--- src/rtl/ack_retry_tracker_defines.svh ---
// ----------------------------------------------------------------------------
// ack_retry_tracker_defines
// Assertion macros shared by the ack retry tracker modules.
// ----------------------------------------------------------------------------
`ifndef ACK_RETRY_TRACKER_DEFINES_SVH
`define ACK_RETRY_TRACKER_DEFINES_SVH

// same-cycle implication, checked after reset is released
`define ART_ASSERT_IMP(name, ck, rstn, ante, cons) \
  name: assert property (@(posedge ck) disable iff (!rstn) (ante) |-> (cons)) \
    else $error("%m: check failed");

// next-cycle implication, checked after reset is released
`define ART_ASSERT_NXT(name, ck, rstn, ante, cons) \
  name: assert property (@(posedge ck) disable iff (!rstn) (ante) |=> (cons)) \
    else $error("%m: check failed");

`endif

--- src/rtl/art_pkg.sv ---
// ----------------------------------------------------------------------------
// art_pkg
// Types and constants of the ack retry tracker.
// ----------------------------------------------------------------------------
`default_nettype none

package art_pkg;

  localparam int ID_W    = 56;
  localparam int REF_W   = 16;
  localparam int TIME_W  = 32;
  localparam int QOS_W   = 2;
  localparam int RETRY_W = 4;
  localparam int TAG_W   = 16;
  localparam int TO_W    = 16;
  localparam int SLOT_W  = 2;
  localparam int CFG_A_W = 2;
  localparam int CFG_D_W = 16;
  localparam int IN_D_W  = 112;
  localparam int OUT_D_W = 96;

  localparam int MAX_RESULTS = 4;

  typedef logic [ID_W-1:0]    id_t;
  typedef logic [REF_W-1:0]   ref_t;
  typedef logic [TIME_W-1:0]  time_t;
  typedef logic [QOS_W-1:0]   qos_t;
  typedef logic [RETRY_W-1:0] retry_t;
  typedef logic [TAG_W-1:0]   tag_t;
  typedef logic [TO_W-1:0]    tout_t;
  typedef logic [SLOT_W-1:0]  slot_out_t;
  typedef logic [1:0]         res_cnt_t;

  typedef enum logic [1:0] {
    FUNC_REG  = 2'd0,
    FUNC_ACK  = 2'd1,
    FUNC_POLL = 2'd2,
    FUNC_AUTO = 2'd3
  } func_t;

  typedef enum logic [3:0] {
    KIND_TRACKED   = 4'd0,
    KIND_UNTRACKED = 4'd1,
    KIND_REJECTED  = 4'd2,
    KIND_CLEARED   = 4'd3,
    KIND_UNKNOWN   = 4'd4,
    KIND_RESENT    = 4'd5,
    KIND_DROPPED   = 4'd6,
    KIND_ACK_SEND  = 4'd7,
    KIND_ACK_SKIP  = 4'd8
  } kind_t;

  localparam logic [CFG_A_W-1:0] CFG_ENABLE  = 2'd0;
  localparam logic [CFG_A_W-1:0] CFG_TIMEOUT = 2'd1;
  localparam logic [CFG_A_W-1:0] CFG_MAX_RTY = 2'd2;

  localparam tout_t  TIMEOUT_RST = 16'd1000;
  localparam retry_t MAX_RTY_RST = 4'd3;
  localparam qos_t   QOS_ACKED   = 2'd1;

  typedef struct packed {
    logic load;
    logic scan_step;
    logic apply;
  } art_cmd_t;

  typedef struct packed {
    logic in_no_work;
    logic in_immediate;
    logic scan_done;
    logic none_due;
    logic res_last;
  } art_sts_t;

endpackage

`default_nettype wire

--- src/rtl/ack_retry_tracker.sv ---
// ----------------------------------------------------------------------------
// ack_retry_tracker
// Acknowledgment and retransmission table for qos 1 messages.
// ----------------------------------------------------------------------------
// Usage:
//   in_*  channel carries one command per transaction: register and send,
//         ack received, poll tick or auto-ack request (in_tuser selects).
//   out_* channel returns the results; out_tlast marks the final result of
//         a command. A poll returns up to four results, a disabled poll or a
//         poll with no timed-out slot returns none.
//   cfg_* writes enable, timeout_ms and max_retries at any idle time.
// Timing: one command at a time. Auto-ack, disabled register and disabled
//   poll skip the scan; register, ack and poll otherwise scan one slot per
//   cycle through the single table read port before issuing results.
// Reset: all slots free, tag counter zero, send path disabled,
//   timeout 1000 ms, max retries 3.
// A stalled receiver holds the result register; the block may take and
//   scan one more command but issues no result until the register frees.
// ----------------------------------------------------------------------------
`default_nettype none

module ack_retry_tracker #(
  parameter int SLOTS = 4
) (
  input  wire logic                          clk,
  input  wire logic                          rst_n,
  input  wire logic                          in_tvalid,
  output logic                               in_tready,
  // msg_id[55:0], payload_ref[71:56], now_ms[103:72], qos_level[105:104]
  input  wire logic [art_pkg::IN_D_W-1:0]    in_tdata,
  // func[1:0]
  input  wire logic [1:0]                    in_tuser,
  output logic                               out_tvalid,
  input  wire logic                          out_tready,
  // slot_index[1:0], out_id[57:2], out_payload_ref[73:58],
  // retry_count[77:74], ack_tag[93:78]
  output logic [art_pkg::OUT_D_W-1:0]        out_tdata,
  // kind[3:0]
  output logic [3:0]                         out_tuser,
  output logic                               out_tlast,
  input  wire logic                          cfg_wr_en,
  input  wire logic [art_pkg::CFG_A_W-1:0]   cfg_addr,
  input  wire logic [art_pkg::CFG_D_W-1:0]   cfg_wdata
);

  art_pkg::art_cmd_t  cmd;
  art_pkg::art_sts_t  sts;
  art_pkg::kind_t     res_kind;
  art_pkg::slot_out_t res_slot;
  art_pkg::id_t       res_id;
  art_pkg::ref_t      res_ref;
  art_pkg::retry_t    res_retry;
  art_pkg::tag_t      res_tag;
  logic               res_last;

  art_ctrl u_ctrl (
    .clk        (clk),
    .rst_n      (rst_n),
    .in_tvalid  (in_tvalid),
    .in_tready  (in_tready),
    .out_tvalid (out_tvalid),
    .out_tready (out_tready),
    .sts        (sts),
    .cmd        (cmd)
  );

  art_dp #(
    .SLOTS (SLOTS)
  ) u_dp (
    .clk            (clk),
    .rst_n          (rst_n),
    .cfg_wr_en      (cfg_wr_en),
    .cfg_addr       (cfg_addr),
    .cfg_wdata      (cfg_wdata),
    .in_func        (in_tuser),
    .in_msg_id      (in_tdata[55:0]),
    .in_payload_ref (in_tdata[71:56]),
    .in_now_ms      (in_tdata[103:72]),
    .in_qos_level   (in_tdata[105:104]),
    .cmd            (cmd),
    .sts            (sts),
    .res_kind_r     (res_kind),
    .res_slot_r     (res_slot),
    .res_id_r       (res_id),
    .res_ref_r      (res_ref),
    .res_retry_r    (res_retry),
    .res_tag_r      (res_tag),
    .res_last_r     (res_last)
  );

  assign out_tdata = {2'b00, res_tag, res_retry, res_ref, res_id, res_slot};
  assign out_tuser = res_kind;
  assign out_tlast = res_last;

endmodule

`default_nettype wire

--- src/rtl/art_ctrl.sv ---
// ----------------------------------------------------------------------------
// art_ctrl
// Sequencer: takes a transaction, walks the slot scan when the command needs one, then issues results.
// ----------------------------------------------------------------------------
`default_nettype none
`include "ack_retry_tracker_defines.svh"

module art_ctrl (
  input  wire logic              clk,
  input  wire logic              rst_n,
  input  wire logic              in_tvalid,
  output logic                   in_tready,
  output logic                   out_tvalid,
  input  wire logic              out_tready,
  input  wire art_pkg::art_sts_t sts,
  output art_pkg::art_cmd_t      cmd
);

  typedef enum logic [1:0] {
    S_IDLE,
    S_SCAN,
    S_APPLY
  } state_t;

  state_t state_r, state_nxt;
  logic   out_valid_r, out_valid_nxt;
  logic   out_free;

  assign in_tready  = (state_r == S_IDLE);
  assign out_tvalid = out_valid_r;
  assign out_free   = !out_valid_r || out_tready;

  always_comb begin
    cmd           = '0;
    cmd.load      = (state_r == S_IDLE) && in_tvalid;
    cmd.scan_step = (state_r == S_SCAN);
    cmd.apply     = (state_r == S_APPLY) && !sts.none_due && out_free;

    state_nxt = state_r;
    unique case (state_r)
      S_IDLE: begin
        if (in_tvalid) begin
          if (sts.in_no_work) begin
            state_nxt = S_IDLE;
          end else if (sts.in_immediate) begin
            state_nxt = S_APPLY;
          end else begin
            state_nxt = S_SCAN;
          end
        end
      end
      S_SCAN: begin
        if (sts.scan_done) begin
          state_nxt = S_APPLY;
        end
      end
      S_APPLY: begin
        if (sts.none_due) begin
          state_nxt = S_IDLE;
        end else if (cmd.apply && sts.res_last) begin
          state_nxt = S_IDLE;
        end
      end
      default: state_nxt = S_IDLE;
    endcase

    // output register frees when taken, reloads on every result
    if (cmd.apply) begin
      out_valid_nxt = 1'b1;
    end else if (out_tready) begin
      out_valid_nxt = 1'b0;
    end else begin
      out_valid_nxt = out_valid_r;
    end
  end

  always_ff @(posedge clk) begin
    if (!rst_n) begin
      state_r     <= S_IDLE;
      out_valid_r <= 1'b0;
    end else begin
      state_r     <= state_nxt;
      out_valid_r <= out_valid_nxt;
    end
  end

  `ART_ASSERT_IMP(a_valid_from_apply, clk, rst_n, $rose(out_valid_r), $past(cmd.apply))
  `ART_ASSERT_NXT(a_no_work_idle, clk, rst_n, cmd.load && sts.in_no_work, state_r == S_IDLE)
  `ART_ASSERT_NXT(a_scan_holds, clk, rst_n, (state_r == S_SCAN) && !sts.scan_done,
                  state_r == S_SCAN)

endmodule

`default_nettype wire

--- src/rtl/art_dp.sv ---
// ----------------------------------------------------------------------------
// art_dp
// Slot table, configuration registers, scan mask and result register.
// ----------------------------------------------------------------------------
`default_nettype none
`include "ack_retry_tracker_defines.svh"

module art_dp #(
  parameter int SLOTS = 4
) (
  input  wire logic                          clk,
  input  wire logic                          rst_n,
  input  wire logic                          cfg_wr_en,
  input  wire logic [art_pkg::CFG_A_W-1:0]   cfg_addr,
  input  wire logic [art_pkg::CFG_D_W-1:0]   cfg_wdata,
  input  wire logic [1:0]                    in_func,
  input  wire art_pkg::id_t                  in_msg_id,
  input  wire art_pkg::ref_t                 in_payload_ref,
  input  wire art_pkg::time_t                in_now_ms,
  input  wire art_pkg::qos_t                 in_qos_level,
  input  wire art_pkg::art_cmd_t             cmd,
  output art_pkg::art_sts_t                  sts,
  output art_pkg::kind_t                     res_kind_r,
  output art_pkg::slot_out_t                 res_slot_r,
  output art_pkg::id_t                       res_id_r,
  output art_pkg::ref_t                      res_ref_r,
  output art_pkg::retry_t                    res_retry_r,
  output art_pkg::tag_t                      res_tag_r,
  output logic                               res_last_r
);

  localparam int IdxW = (SLOTS > 1) ? $clog2(SLOTS) : 1;

  // configuration and counters
  logic              enable_r;
  art_pkg::tout_t    timeout_r;
  art_pkg::retry_t   max_rty_r;
  art_pkg::tag_t     ack_cnt_r, ack_cnt_nxt;

  // captured transaction
  art_pkg::func_t    func_r;
  art_pkg::id_t      id_r;
  art_pkg::ref_t     ref_r;
  art_pkg::time_t    now_r;
  art_pkg::qos_t     qos_r;

  // slot table
  logic [SLOTS-1:0]  used_r;
  art_pkg::id_t      slot_id_r    [SLOTS];
  art_pkg::ref_t     slot_ref_r   [SLOTS];
  art_pkg::retry_t   slot_rty_r   [SLOTS];
  art_pkg::time_t    slot_time_r  [SLOTS];

  // scan control
  logic [IdxW-1:0]   idx_r;
  logic [SLOTS-1:0]  mask_r;
  art_pkg::res_cnt_t cnt_r;

  logic [IdxW-1:0]   pick_idx, rd_idx;
  logic              pick_any;
  logic [SLOTS-1:0]  mask_rest;
  art_pkg::id_t      rd_id;
  art_pkg::ref_t     rd_ref;
  art_pkg::retry_t   rd_rty;
  art_pkg::time_t    rd_time;
  art_pkg::time_t    elapsed;
  logic              hit;
  logic              claim, free_slot, bump;
  art_pkg::tag_t     tag_inc;

  art_pkg::kind_t     res_kind_nxt;
  art_pkg::slot_out_t res_slot_nxt;
  art_pkg::id_t       res_id_nxt;
  art_pkg::ref_t      res_ref_nxt;
  art_pkg::retry_t    res_retry_nxt;
  art_pkg::tag_t      res_tag_nxt;

  // lowest pending slot of the scan mask
  always_comb begin
    pick_idx = '0;
    pick_any = 1'b0;
    for (int i = SLOTS - 1; i >= 0; i--) begin
      if (mask_r[i]) begin
        pick_idx = IdxW'(i);
        pick_any = 1'b1;
      end
    end
  end

  assign mask_rest = mask_r & ~(SLOTS'(1) << pick_idx);
  assign rd_idx    = cmd.scan_step ? idx_r : pick_idx;
  assign rd_id     = slot_id_r[rd_idx];
  assign rd_ref    = slot_ref_r[rd_idx];
  assign rd_rty    = slot_rty_r[rd_idx];
  assign rd_time   = slot_time_r[rd_idx];
  assign elapsed   = now_r - rd_time;

  always_comb begin
    case (func_r)
      art_pkg::FUNC_REG:  hit = !used_r[rd_idx];
      art_pkg::FUNC_ACK:  hit = used_r[rd_idx] && (rd_id == id_r);
      art_pkg::FUNC_POLL: hit = used_r[rd_idx] && (elapsed >= art_pkg::time_t'(timeout_r));
      default:            hit = 1'b0;
    endcase
  end

  always_comb begin
    sts              = '0;
    sts.in_no_work   = (art_pkg::func_t'(in_func) == art_pkg::FUNC_POLL) && !enable_r;
    sts.in_immediate = (art_pkg::func_t'(in_func) == art_pkg::FUNC_AUTO) ||
                       ((art_pkg::func_t'(in_func) == art_pkg::FUNC_REG) && !enable_r);
    sts.scan_done    = (idx_r == IdxW'(SLOTS - 1));
    sts.none_due     = (func_r == art_pkg::FUNC_POLL) && !pick_any;
    sts.res_last     = (func_r != art_pkg::FUNC_POLL) || (mask_rest == '0) ||
                       (cnt_r == art_pkg::res_cnt_t'(art_pkg::MAX_RESULTS - 1));
  end

  always_comb begin
    res_kind_nxt  = art_pkg::KIND_ACK_SKIP;
    res_slot_nxt  = '0;
    res_id_nxt    = id_r;
    res_ref_nxt   = '0;
    res_retry_nxt = '0;
    res_tag_nxt   = '0;
    ack_cnt_nxt   = ack_cnt_r;
    claim         = 1'b0;
    free_slot     = 1'b0;
    bump          = 1'b0;
    tag_inc       = ack_cnt_r + art_pkg::tag_t'(1);

    unique case (func_r)
      art_pkg::FUNC_REG: begin
        if (!enable_r) begin
          res_kind_nxt = art_pkg::KIND_REJECTED;
        end else if (!pick_any) begin
          res_kind_nxt = art_pkg::KIND_UNTRACKED;
          res_ref_nxt  = ref_r;
        end else begin
          claim        = 1'b1;
          res_kind_nxt = art_pkg::KIND_TRACKED;
          res_slot_nxt = art_pkg::slot_out_t'(pick_idx);
          res_ref_nxt  = ref_r;
        end
      end
      art_pkg::FUNC_ACK: begin
        if (!pick_any) begin
          res_kind_nxt = art_pkg::KIND_UNKNOWN;
        end else begin
          free_slot     = 1'b1;
          res_kind_nxt  = art_pkg::KIND_CLEARED;
          res_slot_nxt  = art_pkg::slot_out_t'(pick_idx);
          res_retry_nxt = rd_rty;
        end
      end
      art_pkg::FUNC_POLL: begin
        res_id_nxt   = rd_id;
        res_slot_nxt = art_pkg::slot_out_t'(pick_idx);
        if (rd_rty < max_rty_r) begin
          bump          = 1'b1;
          res_kind_nxt  = art_pkg::KIND_RESENT;
          res_ref_nxt   = rd_ref;
          res_retry_nxt = rd_rty + art_pkg::retry_t'(1);
        end else begin
          free_slot     = 1'b1;
          res_kind_nxt  = art_pkg::KIND_DROPPED;
          res_retry_nxt = rd_rty;
        end
      end
      art_pkg::FUNC_AUTO: begin
        if (enable_r && (qos_r == art_pkg::QOS_ACKED)) begin
          // tag counter skips zero on wrap
          ack_cnt_nxt  = (tag_inc == '0) ? art_pkg::tag_t'(1) : tag_inc;
          res_kind_nxt = art_pkg::KIND_ACK_SEND;
          res_tag_nxt  = ack_cnt_nxt;
        end
      end
      default: ;
    endcase

    if (!cmd.apply) begin
      claim       = 1'b0;
      free_slot   = 1'b0;
      bump        = 1'b0;
      ack_cnt_nxt = ack_cnt_r;
    end
  end

  always_ff @(posedge clk) begin
    if (!rst_n) begin
      enable_r  <= 1'b0;
      timeout_r <= art_pkg::TIMEOUT_RST;
      max_rty_r <= art_pkg::MAX_RTY_RST;
      ack_cnt_r <= '0;
      used_r    <= '0;
      idx_r     <= '0;
      mask_r    <= '0;
      cnt_r     <= '0;
    end else begin
      if (cfg_wr_en) begin
        unique case (cfg_addr)
          art_pkg::CFG_ENABLE:  enable_r  <= cfg_wdata[0];
          art_pkg::CFG_TIMEOUT: timeout_r <= cfg_wdata[art_pkg::TO_W-1:0];
          art_pkg::CFG_MAX_RTY: max_rty_r <= cfg_wdata[art_pkg::RETRY_W-1:0];
          default: ;
        endcase
      end
      ack_cnt_r <= ack_cnt_nxt;
      if (cmd.load) begin
        idx_r  <= '0;
        mask_r <= '0;
        cnt_r  <= '0;
      end else if (cmd.scan_step) begin
        mask_r[idx_r] <= hit;
        if (idx_r != IdxW'(SLOTS - 1)) begin
          idx_r <= idx_r + IdxW'(1);
        end
      end else if (cmd.apply) begin
        mask_r <= mask_rest;
        cnt_r  <= cnt_r + art_pkg::res_cnt_t'(1);
      end
      if (claim) begin
        used_r[pick_idx] <= 1'b1;
      end else if (free_slot) begin
        used_r[pick_idx] <= 1'b0;
      end
    end
  end

  always_ff @(posedge clk) begin
    if (cmd.load) begin
      func_r <= art_pkg::func_t'(in_func);
      id_r   <= in_msg_id;
      ref_r  <= in_payload_ref;
      now_r  <= in_now_ms;
      qos_r  <= in_qos_level;
    end
    if (claim) begin
      slot_id_r[pick_idx]   <= id_r;
      slot_ref_r[pick_idx]  <= ref_r;
      slot_rty_r[pick_idx]  <= '0;
      slot_time_r[pick_idx] <= now_r;
    end
    if (bump) begin
      slot_rty_r[pick_idx]  <= res_retry_nxt;
      slot_time_r[pick_idx] <= now_r;
    end
    if (cmd.apply) begin
      res_kind_r  <= res_kind_nxt;
      res_slot_r  <= res_slot_nxt;
      res_id_r    <= res_id_nxt;
      res_ref_r   <= res_ref_nxt;
      res_retry_r <= res_retry_nxt;
      res_tag_r   <= res_tag_nxt;
      res_last_r  <= sts.res_last;
    end
  end

  `ART_ASSERT_NXT(a_claim_sets_used, clk, rst_n, claim, used_r[$past(pick_idx)])
  `ART_ASSERT_NXT(a_free_clears_used, clk, rst_n, free_slot, !used_r[$past(pick_idx)])

endmodule

`default_nettype wire
--- config.mk ---
export PLATFORM = sky130hd
export DESIGN_NAME = ack_retry_tracker
export DESIGN_NICKNAME = d
export VERILOG_FILES = /design/src/rtl/art_pkg.sv /design/src/rtl/ack_retry_tracker.sv /design/src/rtl/art_ctrl.sv /design/src/rtl/art_dp.sv
export VERILOG_INCLUDE_DIRS = /design/src /design/src/rtl
export SDC_FILE = /design/constraint.sdc
export NUM_CORES = 1
export LEC_CHECK = 0
export BUFFER_PORTS_ARGS = -buffer_cell sky130_fd_sc_hd__buf_2
export CORE_MARGIN = 5
export CORE_UTILIZATION = 51
export CTS_CLUSTER_SIZE = 8
export DETAILED_ROUTE_END_ITERATION = 10
export GPL_TIMING_DRIVEN = 0
export PLACE_DENSITY = 0.74
export SETUP_SLACK_MARGIN = 0.4
export SKIP_CTS_REPAIR_TIMING = 1
export SKIP_LAST_GASP = 1
export SYNTH_ARGS = -nofsm -noshare
export SYNTH_HDL_FRONTEND = slang
export SYNTH_SLANG_ARGS = --single-unit
--- constraint.sdc ---
create_clock -name clk -period 11.2 [get_ports clk]
set_clock_uncertainty 0.1 [all_clocks]
set_input_delay 1.68 -clock clk [delete_from_list [all_inputs] [get_ports clk]]
set_output_delay 1.68 -clock clk [all_outputs]
set_load 0.1 [all_outputs]
Word-level counts from Yosys, hierarchy flattened
Memory sizes are Yosys's and may differ from the RTL's.
Cells that the tools add are included.
{"block": "op_classes", "shifts": 1, "reduce_logical": 39, "muxes": 63, "n_bitwise": 9, "add_sub_neg": 5, "eq_ne": 18, "order_cmp": 7}
{"cell": "$eq 56x56->1", "n": 1}
{"cell": "$mux 56", "n": 1}
{"cell": "$mux 16", "n": 3}
{"cell": "$mux 4", "n": 9}
{"cell": "$ge 32x16->1", "n": 1}
{"cell": "$mux 32", "n": 1}
{"cell": "$pmux 16 s2", "n": 1}
{"cell": "$sub 32x32->32", "n": 1}
{"cell": "$mux 2", "n": 14}
{"cell": "$mux 1", "n": 23}
{"cell": "$add 16x1->16 const B", "n": 1}
{"cell": "$eq 2x2->1 const B", "n": 8}
{"cell": "$logic_not 16->1", "n": 1}
{"cell": "$pmux 4 s4", "n": 1}
{"cell": "$logic_and 1x1->1", "n": 12}
{"cell": "$pmux 2 s3", "n": 2}
{"cell": "$reduce_and 2->1", "n": 6}
{"cell": "$lt 2x3->1 const B", "n": 3}
{"cell": "$and 4x4->4", "n": 2}
{"cell": "$eq 2x1->1 const B", "n": 4}
{"cell": "$logic_not 2->1", "n": 4}
{"cell": "$ne 2x2->1 const B", "n": 4}
{"cell": "$not 4->4", "n": 2}
{"cell": "$pmux 4 s2", "n": 1}
{"cell": "21 further kinds", "n": 36}
{"block": "word_totals", "wordCells": 168, "input_bits": 137, "register_bits": 259, "memories": 4, "mem_bits_rw": 432}
{"memory": "u_dp.slot_id_r", "depth": 4, "word_bits": 56, "rd": 1, "rd_clocked_by_memory_dff": 0, "write_ports": 1, "line_no": "art_dp.sv:49", "source": "art_pkg::id_t slot_id_r [SLOTS];"}
{"memory": "u_dp.slot_time_r", "depth": 4, "word_bits": 32, "rd": 1, "rd_clocked_by_memory_dff": 0, "write_ports": 1, "line_no": "art_dp.sv:52", "source": "art_pkg::time_t slot_time_r [SLOTS];"}
{"memory": "u_dp.slot_ref_r", "depth": 4, "word_bits": 16, "rd": 1, "rd_clocked_by_memory_dff": 0, "write_ports": 1, "line_no": "art_dp.sv:50", "source": "art_pkg::ref_t slot_ref_r [SLOTS];"}
{"memory": "u_dp.slot_rty_r", "depth": 4, "word_bits": 4, "rd": 1, "rd_clocked_by_memory_dff": 0, "write_ports": 1, "line_no": "art_dp.sv:51", "source": "art_pkg::retry_t slot_rty_r [SLOTS];"}

Longest topological paths before layout
{"block": "depth", "ltp_word": 14, "ltp_mapped": 31, "mapped_depth_nobuf": 25}

Modules after synthesis
Synthesis repeated with hierarchy kept, for this count alone.
{"block": "unflattened", "cells_unflattened": 2357, "hier_area_um2": 30299.1}
{"module": "art_dp", "instances": 1, "area_per_inst_um2": 30093.9, "cells_each": 2332, "seq_area_each_um2": 20169.3}
{"module": "art_ctrl", "instances": 1, "area_per_inst_um2": 186.4, "cells_each": 22, "seq_area_each_um2": 60.1}
{"module": "ack_retry_tracker", "instances": 1, "area_per_inst_um2": 18.8, "cells_each": 3, "seq_area_each_um2": 0.0}

Worst setup path before layout
No wires, ideal clock.
{"block": "synth_path", "path_kind": "input-to-reg", "startpoint": "in out_tready", "endpoint": "mem u_dp.slot_rty_r[0][0] (netlist bit) (enable)", "t_required_ps": 10626, "arrival_time_ps": 8422, "stages": 5, "slack_ps": 2203, "setup_ps": 474, "cell_sequence": "nand2b_1 nor2b_1 clkbuf_1 a21boi_0 nor3_1"}
{"element": "from (decl)", "line_no": "ack_retry_tracker.sv:34", "source": "input wire logic out_tready,"}
{"element": "to (decl)", "line_no": "art_dp.sv:51"}

Worst setup path in the final report
{"block": "layout_path", "startpoint": "reg u_dp.idx_r[1]", "endpoint": "reg u_dp.mask_r[3]"}
{"block": "layout_between", "elab_chain_cells": 8, "word_cells_on_any_way": 19}
{"element": "from (decl)", "line_no": "art_dp.sv:55", "source": "logic [IdxW-1:0] idx_r;"}
{"element": "from (signal assigned)", "line_no": "art_dp.sv:215", "source": "idx_r <= idx_r + IdxW'(1);"}
{"element": "$mux 2", "line_no": "art_dp.sv:91", "source": "assign rd_idx = cmd.scan_step ? idx_r : pick_idx;"}
{"element": "$mem_v2 4x32"}
{"element": "$sub 32x32->32", "line_no": "art_dp.sv:96", "source": "assign elapsed = now_r - rd_time;"}
{"element": "$ge 32x16->1", "line_no": "art_dp.sv:102", "source": "art_pkg::FUNC_POLL: hit = used_r[rd_idx] && (elapsed >= art_pkg::time_t'(timeout_r));"}
{"element": "$logic_and 1x1->1", "line_no": "art_dp.sv:102"}
{"element": "$pmux 1 s3", "line_no": "art_dp.sv:99", "source": "case (func_r)"}
{"element": "$bwmux 4 *", "line_no": "art_dp.sv:213", "source": "mask_r[idx_r] <= hit;"}
{"element": "$mux 4 *", "line_no": "art_dp.sv:212", "source": "end else if (cmd.scan_step) begin"}
{"element": "to (signal, indexed assignment)", "line_no": "art_dp.sv:213"}
{"element": "to (signal assigned)", "line_no": "art_dp.sv:218", "source": "mask_r <= mask_rest;"}
{"element": "to (decl)", "line_no": "art_dp.sv:56", "source": "logic [SLOTS-1:0] mask_r;"}
Every way passes the cells marked *; elsewhere a longest branch is shown, timed or not. The select of a mux whose other input is x is not followed.
A chain may end at the register's enable or synchronous reset.

==> impl_metrics.env <==
export IMPL_status="finished, violations left"
export IMPL_violations="capacitance limit"
export IMPL_worstSetupPathType="flop to flop"
export IMPL_clkTransAtPathRegs_ps=60
export IMPL_ios=240
export IMPL_synth_main_ff_cell="edfxtp_1"
export IMPL_slew_viol_final=0
export IMPL_cp_arrival_ps=10060
export IMPL_wl_per_cell_um=28.4
export IMPL_period_minus_slack_ps=9640
export IMPL_dr_pass1_iters=6
export IMPL_period_share=0.860
export IMPL_routabilityCongestion=1.01
export IMPL_drive_gt1_frac=0.157
export IMPL_portBuffers=230
export IMPL_design_area_um2=37200
export IMPL_power_uw=5980
export IMPL_areaGrowthSynthToFinish_pct=16.6
export IMPL_drv_cap=1
export IMPL_reg2reg_depth=28
export IMPL_ys_seq_area_frac=0.634
export IMPL_cts_buffer_depth=3
export IMPL_final_hold_viol_count=0
export IMPL_grt_pass1_vias=23700
export IMPL_drc=0
export IMPL_antenna_found_initial=3
export IMPL_rsz0062_at_grt="false"
export IMPL_ant_nets=0
export IMPL_path_max_fanout=11
export IMPL_whs_ps=372
export IMPL_dieHeight_um=260
export IMPL_grt_pass1_wl_mm=157
export IMPL_viasPerCell=6.26
export IMPL_hpwlAfterDp_mm=76.0
export IMPL_seq_area_um2=20200
export IMPL_htree_num_levels=3
export IMPL_clock_latency_ps=670
export IMPL_worstSetupPathDepth=28
export IMPL_vias=23800
export IMPL_hold_depth=2
export IMPL_clock_sinks=691
export IMPL_ir_drop_mv=0.127
export IMPL_place_area_um2=34500
export IMPL_synth_avg_cell_area_um2=12.4
export IMPL_routed_wl_mm=108
export IMPL_ys_types=83
export IMPL_initial_core_util=0.516
export IMPL_setup_viol=0
export IMPL_die_area_um2=67600
export IMPL_numCtsBuffers=96
export IMPL_path_buf_inv=7
export IMPL_endpoint_kind="flop"
export IMPL_netlist_instances=2579
export IMPL_synth_edf_count=639
export IMPL_fill_cells=4849
export IMPL_critPathLaunchType="flop"
export IMPL_p_leak_uw=0.0132
export IMPL_cts_tree="built"
export IMPL_yosysWarnings=0
export IMPL_ys_ff_latch=691
export IMPL_max_freq_mhz=104
export IMPL_required_ps=11620
export IMPL_nets=3128
export IMPL_hold_path_class="flop to flop"
export IMPL_initialDrtViolationCount=2766
export IMPL_max_slew_worst_pin_slew_ps=1500
export IMPL_grt_max_degree=61
export IMPL_cpMostUsedCell="clkbuf_1"
export IMPL_synth_area_um2=31900
export IMPL_multi_input_area_um2=10700
export IMPL_cp_slowest_cell="a31oi_2"
export IMPL_coreArea_um2=61800
export IMPL_overflow=0
export IMPL_cpLargestDelayFamily="buffers and inverters"
export IMPL_async_flop_share=0
export IMPL_grt_use_total=0.313
export IMPL_p_per_area_nw_per_um2=161
export IMPL_root_buffer="clkbuf_16"
export IMPL_row_count=91
export IMPL_cp_slowest_stage_delay_ps=940
export IMPL_die_x_um=260
export IMPL_max_slew_margin=0.00191
==> flip-flops by register name, indices dropped and copies added, names as in the netlist, 4 cells and up, named ones only <==
register	count
u_dp.slot_id_r	224
u_dp.slot_time_r	128
u_dp.slot_ref_r	64
u_dp.id_r	56
u_dp.res_id_r	56
u_dp.now_r	32
u_dp.ack_cnt_r	16
u_dp.ref_r	16
u_dp.res_ref_r	16
u_dp.res_tag_r	16
u_dp.slot_rty_r	16
u_dp.timeout_r	16
u_dp.mask_r	4
u_dp.max_rty_r	4
u_dp.res_kind_r	4
u_dp.res_retry_r	4
==> worst reg2reg max path, delay by kind of cell (launching register included) <==
family	cells	cell delay, ps
simple gates	8	2050
flops	1	330
buf+inv	7	3620
compound gates	9	2590
fa+ha+maj	3	620
xor+xnor	1	190
==> power by group <==
| group | leakage [uW] | total [uW] | switching (uW) | internal [uW] |
|---|---|---|---|---|
| clock | 0.00128 | 2610 | 1070 | 1540 |
| combinational | 0.00565 | 414 | 293 | 120 |
| sequential | 0.00630 | 2950 | 64.3 | 2880 |
| total | 0.0132 | 5980 | 1430 | 4550 |
==> area by class of cell <==
cell class	count	share of cell area
multi-input combinational	1651	0.288
timing repair buffer	250	0.0411
sequential	691	0.544
antenna	2	0.000135
buffer	134	0.0165
clock inverter	8	0.00427
tap	837	0.0282
clock buffer	118	0.0668
inverter	104	0.0106
==> Yosys cell counts (31+ instances only) <==
| cell type | n | share of area |
|---|---|---|
| o211ai_1 | 35 | 0.0082 |
| edfxtp_1 | 639 | 0.60 |
| o21ai_0 | 116 | 0.018 |
| a21oi_1 | 92 | 0.014 |
| mux2i_1 | 119 | 0.037 |
| xnor2_1 | 55 | 0.015 |
| clkbuf_1 | 81 | 0.0095 |
| dfxtp_1 | 52 | 0.033 |
| nor3_1 | 40 | 0.0063 |
| a31oi_1 | 31 | 0.0061 |
| inv_1 | 103 | 0.012 |
| ha_1 | 62 | 0.024 |
| nand2_1 | 415 | 0.049 |
| nor2_1 | 101 | 0.012 |
| nand3_1 | 150 | 0.024 |
==> per-layer routing <==
layer,GRT usage,part of all wire,vias up
met5,0,0.00012,-
met4,0.152,0.055,2
met3,0.0610,0.090,288
met2,0.508,0.47,1372
met1,0.408,0.39,11700
li1,-,-,10400
==> cells in the final DEF (no fill, tap or decap), drive strengths merged, types with 7 or more instances in the layout <==
cell,Yosys,routed
o21a,14,14
clkbuf,81,199
mux2,28,28
xor2,24,24
and3,22,22
a211oi,14,14
inv,103,106
nor3,40,40
o21ai,117,117
o221ai,13,13
mux2i,119,119
nand4,18,18
ha,62,62
nor4,11,11
a221oi,14,14
or3,11,11
a21boi,20,20
a21oi,92,92
a2111oi,8,8
dfxtp,52,52
nor2,102,102
buf,53,303
o2111ai,8,8
o2bb2ai,9,9
nand3,150,150
o211ai,35,35
nor2b,18,18
nand2b,11,11
mux4,23,23
o22ai,23,23
and4,7,7
and2,15,15
or2,7,7
a31oi,32,32
a22oi,10,10
nand2,415,415
xnor2,55,55
edfxtp,639,639
a22o,16,16
==> stage by stage <==
step                setup slack [ps]  utilization  cells  TNS (ps)
floorplan                       2200            -   2580         0
global placement               -2310        0.551   3647   -143060
detailed placement              1940        0.558   3667         0
CTS                             1920        0.601   3793         0
global route                    1490        0.601   3793         0
finish                          1560        0.601   3795         0
==> final timing paths <==
check / slack [ps] / start / end
min: 370 / u_dp.timeout_r[15] / u_dp.timeout_r[15]
min reg2reg: 370 / u_dp.timeout_r[15] / u_dp.timeout_r[15]
max: 1560 / u_dp.idx_r[1] / u_dp.mask_r[3]
max reg2reg: 1560 / u_dp.idx_r[1] / u_dp.mask_r[3]
==> logic make-up after synthesis <==
family                     count (synthesis)  share of synthesized area
xor gates and xnor gates                  79                     0.0217
adders and majority gates                 63                     0.0250
buffers and inverters                    238                     0.0314
other                                      1                   0.000118
DFF                                      691                      0.634
muxes                                    170                     0.0635
and+or+nand+nor                          845                      0.120
AOI/OAI and AO/OA                        492                      0.104
Note: power is estimated with default switching activity, not from simulation.
